<file path="src/rtl/rtc_tse_pkg.sv">
`timescale 1ns / 1ps
`default_nettype none

package rtc_tse_pkg;

  // operation codes
  typedef enum logic {
    OP_BEGIN = 1'b0,
    OP_KEY   = 1'b1
  } op_e;

  // key codes, the two unused codes act as no key
  typedef enum logic [2:0] {
    KEY_NONE   = 3'd0,
    KEY_UP     = 3'd1,
    KEY_DOWN   = 3'd2,
    KEY_NEXT   = 3'd3,
    KEY_PREV   = 3'd4,
    KEY_COMMIT = 3'd5
  } key_e;

  // field being edited
  typedef enum logic [1:0] {
    FLD_HOURS   = 2'd0,
    FLD_MINUTES = 2'd1,
    FLD_SECONDS = 2'd2
  } field_e;

  localparam logic [7:0] HoursMax     = 8'd23;
  localparam logic [7:0] MinSecMax    = 8'd59;
  localparam logic [7:0] HoursBcdMask = 8'hBF;

  // one result beat
  typedef struct packed {
    logic [5:0] hours_now;
    logic [7:0] minutes_now;
    logic [7:0] seconds_now;
    logic [1:0] field_selected;
    logic       editor_active;
    logic       commit_strobe;
    logic [7:0] hours_bcd_out;
    logic [7:0] minutes_bcd_out;
    logic [7:0] seconds_bcd_out;
  } res_t;

  // bcd hours to binary, tens digit masked to two bits
  function automatic logic [5:0] hours_to_bin(input logic [7:0] h);
    logic [5:0] tens;
    tens = {4'd0, h[5:4]};
    return 6'((tens << 3) + (tens << 1) + {2'd0, h[3:0]});
  endfunction

  // bcd byte to binary, no digit check
  function automatic logic [7:0] bcd_to_bin(input logic [7:0] v);
    logic [7:0] tens;
    tens = {4'd0, v[7:4]};
    return 8'((tens << 3) + (tens << 1) + {4'd0, v[3:0]});
  endfunction

  // binary to bcd, divide by ten through a reciprocal multiply
  function automatic logic [7:0] bin_to_bcd(input logic [7:0] v);
    logic [15:0] prod;
    logic [4:0]  quo;
    logic [7:0]  rem;
    prod = 16'(v) * 16'd205;
    quo  = prod[15:11];
    rem  = 8'(v - 8'(quo) * 8'd10);
    return {quo[3:0], rem[3:0]};
  endfunction

  // up wraps to zero above the limit, down from zero wraps to the limit
  function automatic logic [7:0] step_value(input logic [7:0] v, input logic [2:0] key,
                                            input logic [7:0] limit);
    logic [7:0] nxt;
    nxt = v;
    if (key == KEY_UP) begin
      nxt = 8'(v + 8'd1);
      if (nxt > limit) begin
        nxt = 8'd0;
      end
    end else if (key == KEY_DOWN) begin
      if (v == 8'd0) begin
        nxt = limit;
      end else begin
        nxt = 8'(v - 8'd1);
      end
    end
    return nxt;
  endfunction

endpackage

`default_nettype wire

</file>
<file path="src/rtl/rtc_time_set_editor_core.sv">
`timescale 1ns / 1ps
`default_nettype none

// channel | direction | handshake              | payload
// in      | input     | in_valid_i / in_stall_o   | operation, clock bcd bytes, key_code
// out     | output    | out_valid_o / out_stall_i | binary values, field, flags, bcd bytes
//
// one beat a cycle while in_stall_o is low: the edit state and the result are updated in the accept cycle,
// and the result is registered in the result register, or in the skid register while out_stall_i holds it.
// a two-entry output buffer (result register plus skid register) parts the sides;
// in_stall_o rises only when both entries are full.
// reset clears the edit state (hours field, inactive) and the valid flags of both buffer entries.

module rtc_time_set_editor_core
  import rtc_tse_pkg::*;
(
  input  wire logic       clk_i,
  input  wire logic       rst_ni,
  input  wire logic       in_valid_i,
  output logic            in_stall_o,
  input  wire logic       operation_i,
  input  wire logic [7:0] clock_hours_bcd_i,
  input  wire logic [7:0] clock_minutes_bcd_i,
  input  wire logic [7:0] clock_seconds_bcd_i,
  input  wire logic [2:0] key_code_i,
  output logic            out_valid_o,
  input  wire logic       out_stall_i,
  output logic [5:0]      hours_now_o,
  output logic [7:0]      minutes_now_o,
  output logic [7:0]      seconds_now_o,
  output logic [1:0]      field_selected_o,
  output logic            editor_active_o,
  output logic            commit_strobe_o,
  output logic [7:0]      hours_bcd_out_o,
  output logic [7:0]      minutes_bcd_out_o,
  output logic [7:0]      seconds_bcd_out_o
);

  logic [5:0] hours_q,   hours_d;
  logic [7:0] minutes_q, minutes_d;
  logic [7:0] seconds_q, seconds_d;
  field_e     field_q,   field_d;
  logic       active_q,  active_d;

  res_t res;
  res_t out_q, out_d;
  res_t skd_q, skd_d;
  logic out_vld_q, out_vld_d;
  logic skd_vld_q, skd_vld_d;

  logic in_acc;
  logic out_take;

  assign in_stall_o = skd_vld_q;
  assign in_acc     = in_valid_i & ~skd_vld_q;
  assign out_take   = out_vld_q & ~out_stall_i;

  // edit state update and result for one beat
  always_comb begin
    hours_d   = hours_q;
    minutes_d = minutes_q;
    seconds_d = seconds_q;
    field_d   = field_q;
    active_d  = active_q;
    res       = '0;
    if (operation_i == OP_BEGIN) begin
      hours_d   = hours_to_bin(clock_hours_bcd_i);
      minutes_d = bcd_to_bin(clock_minutes_bcd_i);
      seconds_d = bcd_to_bin(clock_seconds_bcd_i);
      field_d   = FLD_HOURS;
      active_d  = 1'b1;
    end else if (active_q) begin
      unique case (key_code_i)
        KEY_NEXT: begin
          if (field_q != FLD_SECONDS) begin
            field_d = field_e'(field_q + 2'd1);
          end
        end
        KEY_PREV: begin
          if (field_q != FLD_HOURS) begin
            field_d = field_e'(field_q - 2'd1);
          end
        end
        KEY_COMMIT: begin
          res.commit_strobe   = 1'b1;
          res.hours_bcd_out   = bin_to_bcd({2'd0, hours_q}) & HoursBcdMask;
          res.minutes_bcd_out = bin_to_bcd(minutes_q);
          res.seconds_bcd_out = bin_to_bcd(seconds_q);
          active_d            = 1'b0;
        end
        default: begin
          unique case (field_q)
            FLD_HOURS: begin
              hours_d = 6'(step_value({2'd0, hours_q}, key_code_i, HoursMax));
            end
            FLD_MINUTES: begin
              minutes_d = step_value(minutes_q, key_code_i, MinSecMax);
            end
            default: begin
              seconds_d = step_value(seconds_q, key_code_i, MinSecMax);
            end
          endcase
        end
      endcase
    end
    res.hours_now      = hours_d;
    res.minutes_now    = minutes_d;
    res.seconds_now    = seconds_d;
    res.field_selected = field_d;
    res.editor_active  = active_d;
  end

  // edit state registers
  always_ff @(posedge clk_i or negedge rst_ni) begin
    if (!rst_ni) begin
      hours_q   <= '0;
      minutes_q <= '0;
      seconds_q <= '0;
      field_q   <= FLD_HOURS;
      active_q  <= 1'b0;
    end else if (in_acc) begin
      hours_q   <= hours_d;
      minutes_q <= minutes_d;
      seconds_q <= seconds_d;
      field_q   <= field_d;
      active_q  <= active_d;
    end
  end

  // output buffer: result register with a skid entry behind it
  always_comb begin
    out_d     = out_q;
    skd_d     = skd_q;
    out_vld_d = out_vld_q;
    skd_vld_d = skd_vld_q;
    if (out_take || !out_vld_q) begin
      if (skd_vld_q) begin
        out_d     = skd_q;
        out_vld_d = 1'b1;
        skd_vld_d = 1'b0;
      end else begin
        out_d     = res;
        out_vld_d = in_acc;
      end
    end else if (in_acc) begin
      skd_d     = res;
      skd_vld_d = 1'b1;
    end
  end

  always_ff @(posedge clk_i or negedge rst_ni) begin
    if (!rst_ni) begin
      out_vld_q <= 1'b0;
      skd_vld_q <= 1'b0;
    end else begin
      out_vld_q <= out_vld_d;
      skd_vld_q <= skd_vld_d;
    end
  end

  always_ff @(posedge clk_i) begin
    out_q <= out_d;
    skd_q <= skd_d;
  end

  assign out_valid_o       = out_vld_q;
  assign hours_now_o       = out_q.hours_now;
  assign minutes_now_o     = out_q.minutes_now;
  assign seconds_now_o     = out_q.seconds_now;
  assign field_selected_o  = out_q.field_selected;
  assign editor_active_o   = out_q.editor_active;
  assign commit_strobe_o   = out_q.commit_strobe;
  assign hours_bcd_out_o   = out_q.hours_bcd_out;
  assign minutes_bcd_out_o = out_q.minutes_bcd_out;
  assign seconds_bcd_out_o = out_q.seconds_bcd_out;

endmodule

`default_nettype wire

</file>
<file path="config.mk">
export PLATFORM = sky130hd
export DESIGN_NAME = rtc_time_set_editor_core
export DESIGN_NICKNAME = d
export VERILOG_FILES = /design/src/rtl/rtc_tse_pkg.sv /design/src/rtl/rtc_time_set_editor_core.sv
export SDC_FILE = /design/constraint.sdc
export NUM_CORES = 1
export LEC_CHECK = 0
export BUFFER_PORTS_ARGS = -buffer_cell sky130_fd_sc_hd__clkbuf_2
export CAP_MARGIN = 15
export CORE_MARGIN = 2
export CORE_UTILIZATION = 53
export DETAILED_ROUTE_END_ITERATION = 16
export PLACE_DENSITY_LB_ADDON = 0.15
export RECOVER_POWER = 50
export SLEW_MARGIN = 10
export SYNTH_ARGS = -nofsm -noshare
export SYNTH_HDL_FRONTEND = slang
export SYNTH_SLANG_ARGS = --single-unit
</file>
<file path="constraint.sdc">
create_clock -name clk_i -period 6.76 [get_ports clk_i]
set_input_delay 1.69 -clock clk_i [delete_from_list [all_inputs] [get_ports clk_i]]
set_output_delay 1.69 -clock clk_i [all_outputs]
set_load 0.05 [all_outputs]
</file>
==> flow_metrics.env <==
export IMPL_vdd_drop_max_mv=0.7370
export IMPL_initial_core_util=0.5440
export IMPL_cts_buffer_depth=2
export IMPL_r2r_cells=19
export IMPL_cp_start_kind="register"
export IMPL_crit_end="skd_q[11]"
export IMPL_final_cell_mix="154 x ha_1, 104 x inv_1, 96 x edfxtp_1"
export IMPL_r2r_start="minutes_q[2]"
export IMPL_seq_area_mm2=0.003560
export IMPL_cts_root_buf="clkbuf_16"
export IMPL_grt_usage=0.2316
export IMPL_dpl_cell_area_mm2=0.01044
export IMPL_final_common_cell="ha_1"
export IMPL_gp_congestion=0.9090
export IMPL_clkSinkCount=123
export IMPL_drive_gt1_frac=0.1070
export IMPL_fin_setup_tns_ps=0
export IMPL_drc=0
export IMPL_htree_levels=4
export IMPL_wire_per_inst_um=17.58
export IMPL_multi_input_area_mm2=0.005741
export IMPL_max_slew_margin_rel=-1.035
export IMPL_vias=7070
export IMPL_crit_type="reg2reg"
export IMPL_grt_max_degree=76
export IMPL_hpwl_um=16060
export IMPL_tightest_slew_ps=3052
export IMPL_swShare=0.4679
export IMPL_async_reset_ff_frac=0.2195
export IMPL_r2r_end="skd_q[11]"
export IMPL_finalCriticalPeriod_ps=5474
export IMPL_p_sw_mw=2.642
export IMPL_first_pass_iters=5
export IMPL_r2r_slack_ps=1290
export IMPL_ys_seq_area_frac=0.3617
export IMPL_antenna_found_initial=0
export IMPL_setup_violations=0
export IMPL_min_period_over_period=0.8097
export IMPL_n_antenna_cell=0
export IMPL_synth_avg_cell_area_um2=10.53
export IMPL_overflow=0
export IMPL_cellLeakagePower_nw=4.911
export IMPL_violations="max-capacitance violations, max-slew violations"
export IMPL_synth_edf_count=96
export IMPL_rsz0062_at_grt="no"
export IMPL_cp_max_fo=8
export IMPL_die_area_mm2=0.01967
export IMPL_fin_worst_skew_ps=10.20
export IMPL_nNetsFinal=1226
export IMPL_power_internal_mw=3.005
export IMPL_synth_distinct_cells=74
export IMPL_chipHeight_um=140.2
export IMPL_p_per_area_mw_per_mm2=516.9
export IMPL_status="complete, but fails checks"
export IMPL_clk_latency_ps=420
export IMPL_area_delta_synth_final_pct=11.04
export IMPL_cts_hold_fix_buffers=0
export IMPL_critical_path_endpoint_type="register"
export IMPL_timing_hold_ws_ps=517.3
export IMPL_worstPathRequired_ps=6880
export IMPL_min_path_type="reg2reg"
export IMPL_ant_nets=0
export IMPL_synth_flop_cell="edfxtp_1"
export IMPL_drt_iter0_drc=527
export IMPL_num_fill_cells=1550
export IMPL_grt_pass1_vias=6944
export IMPL_rows=49
export IMPL_syn_area_mm2=0.009838
export IMPL_ctsResizeCount=0
export IMPL_grt_pass1_wl_um=35720
export IMPL_finalWirelength_um=21940
export IMPL_synth_seq_cells=123
export IMPL_cts_tree="yes"
export IMPL_finish_instance_area_mm2=0.01092
export IMPL_via_per_inst=5.665
export IMPL_power_frac_clock=0.158
export IMPL_maxSlewViolCount=129
export IMPL_p_total_mw=5.647
export IMPL_fp_coreArea_mm2=0.01809
export IMPL_numPortBuffers=79
export IMPL_yosys_area_top_type_share=0.2930
export IMPL_cap_violations=3
export IMPL_power_frac_comb=0.652
export IMPL_path_clk_slew_ps=60
export IMPL_crit_arrival_ps=5590
export IMPL_worstSetupStartpoint="minutes_q[2]"
export IMPL_cts_buffers=17
export IMPL_die_w_um=140.2
export IMPL_postCtsSetupRepairBufs=0
export IMPL_syn_inst=934
export IMPL_yosys_warnings=0
export IMPL_final_hold_viol_count=0
export IMPL_synth_area_leaders="edfxtp_1 29%, ha_1 20%, fa_1 6.9%"
export IMPL_io_pins=84
export IMPL_max_freq_mhz=182.7
export IMPL_pwr_share_seq=0.191
export IMPL_yosysTopAreaCell="edfxtp_1"
==> logic make-up after synthesis <==
| group | count (synthesis) | synth area share |
|---|---|---|
| AOI/OAI and AO/OA | 179 | 0.1194 |
| xor gates and xnor gates | 54 | 0.05163 |
| adders and majority gates | 188 | 0.2650 |
| buffers and inverters | 139 | 0.05545 |
| DFF | 123 | 0.3617 |
| muxes | 34 | 0.03828 |
| other | 1 | 0.0003812 |
| and+or+nand+nor | 216 | 0.1081 |
==> how the worst min path moves through the flow <==
stage                     startpoint                   end  slack (ps)  depth (start not counted)
after floorplan            skd_q[24]       commit_strobe_o         490                          2
after global placement     skd_q[24]       commit_strobe_o         500                          2
after detailed placement   skd_q[24]       commit_strobe_o         510                          2
after CTS                  skd_q[24]       commit_strobe_o         520                          2
after global routing        skd_q[9]  minutes_bcd_out_o[1]         550                          2
final                      skd_q[24]       commit_strobe_o         520                          2
==> through the flow <==
stage,std cells,util,worst slack (ps)
final,1248,0.6040,1286
after global routing,1248,0.6040,979.4
after CTS,1248,0.6086,1282
after detailed placement,1216,0.5770,1317
after global placement,1216,0.5770,1419
after floorplan,935,-,1356
==> power by group through the flow <==
stage | clock network (mW) | logic (mW) | registers, mW
after floorplan | 0 | 2.61 | 1.23
after global placement | 0 | 3.58 | 1.08
after detailed placement | 0 | 3.66 | 1.09
after CTS | 0.899 | 3.70 | 1.07
after global routing | 0.944 | 4.13 | 1.09
final | 0.891 | 3.68 | 1.08
==> critical path: stages (launching register included) <==
cell and delay (ps):
dfrtp_1 470, inv_1 180, ha_1 380, xor2_1 180, ha_1 270, fa_1 530
inv_1 60, fa_1 530, inv_1 40, ha_1 310, and3_1 190, a32o_1 230
nor2b_1 100, o21ai_0 90, xor2_1 520, fa_1 290, xor2_1 170, xnor3_1 240
xor2_1 320, nor2_1 70
==> sequential cells by signal, indices dropped and copies added (netlist names), 6 cells and up <==
register	flops
skd_q	48
seconds_q	8
minutes_q	8
hours_now_o	6
minutes_now_o	8
hours_bcd_out_o	6
minutes_bcd_out_o	8
seconds_bcd_out_o	8
seconds_now_o	8
hours_q	6
==> synthesized netlist by cell type (26+ instances only) <==
master and number:
ha_1 154, inv_1 104, edfxtp_1 96, nand2_1 80
nor2_1 40, o21ai_0 38, xnor2_1 37, fa_1 34
a21oi_1 32, mux2_2 29, dfrtp_1 27, nand3_1 26
==> per-layer routing <==
metal,GRT usage,part of all wire,up-vias
li1,-,-,3461
met1,0.3304,0.48,3390
met2,0.3622,0.45,193
met3,0.04752,0.058,26
met4,0.06220,0.014,0
met5,0,0,-
==> cell type report <==
class / count / area share
Sequential cell: 123 / 0.3259
Multi-Input combinational cell: 673 / 0.5255
Inverter: 105 / 0.03608
Tap cell: 229 / 0.02623
Timing Repair Buffer: 86 / 0.03402
Clock inverter: 10 / 0.01077
Clock buffer: 22 / 0.04158
Power figures use the tool's default switching activity.
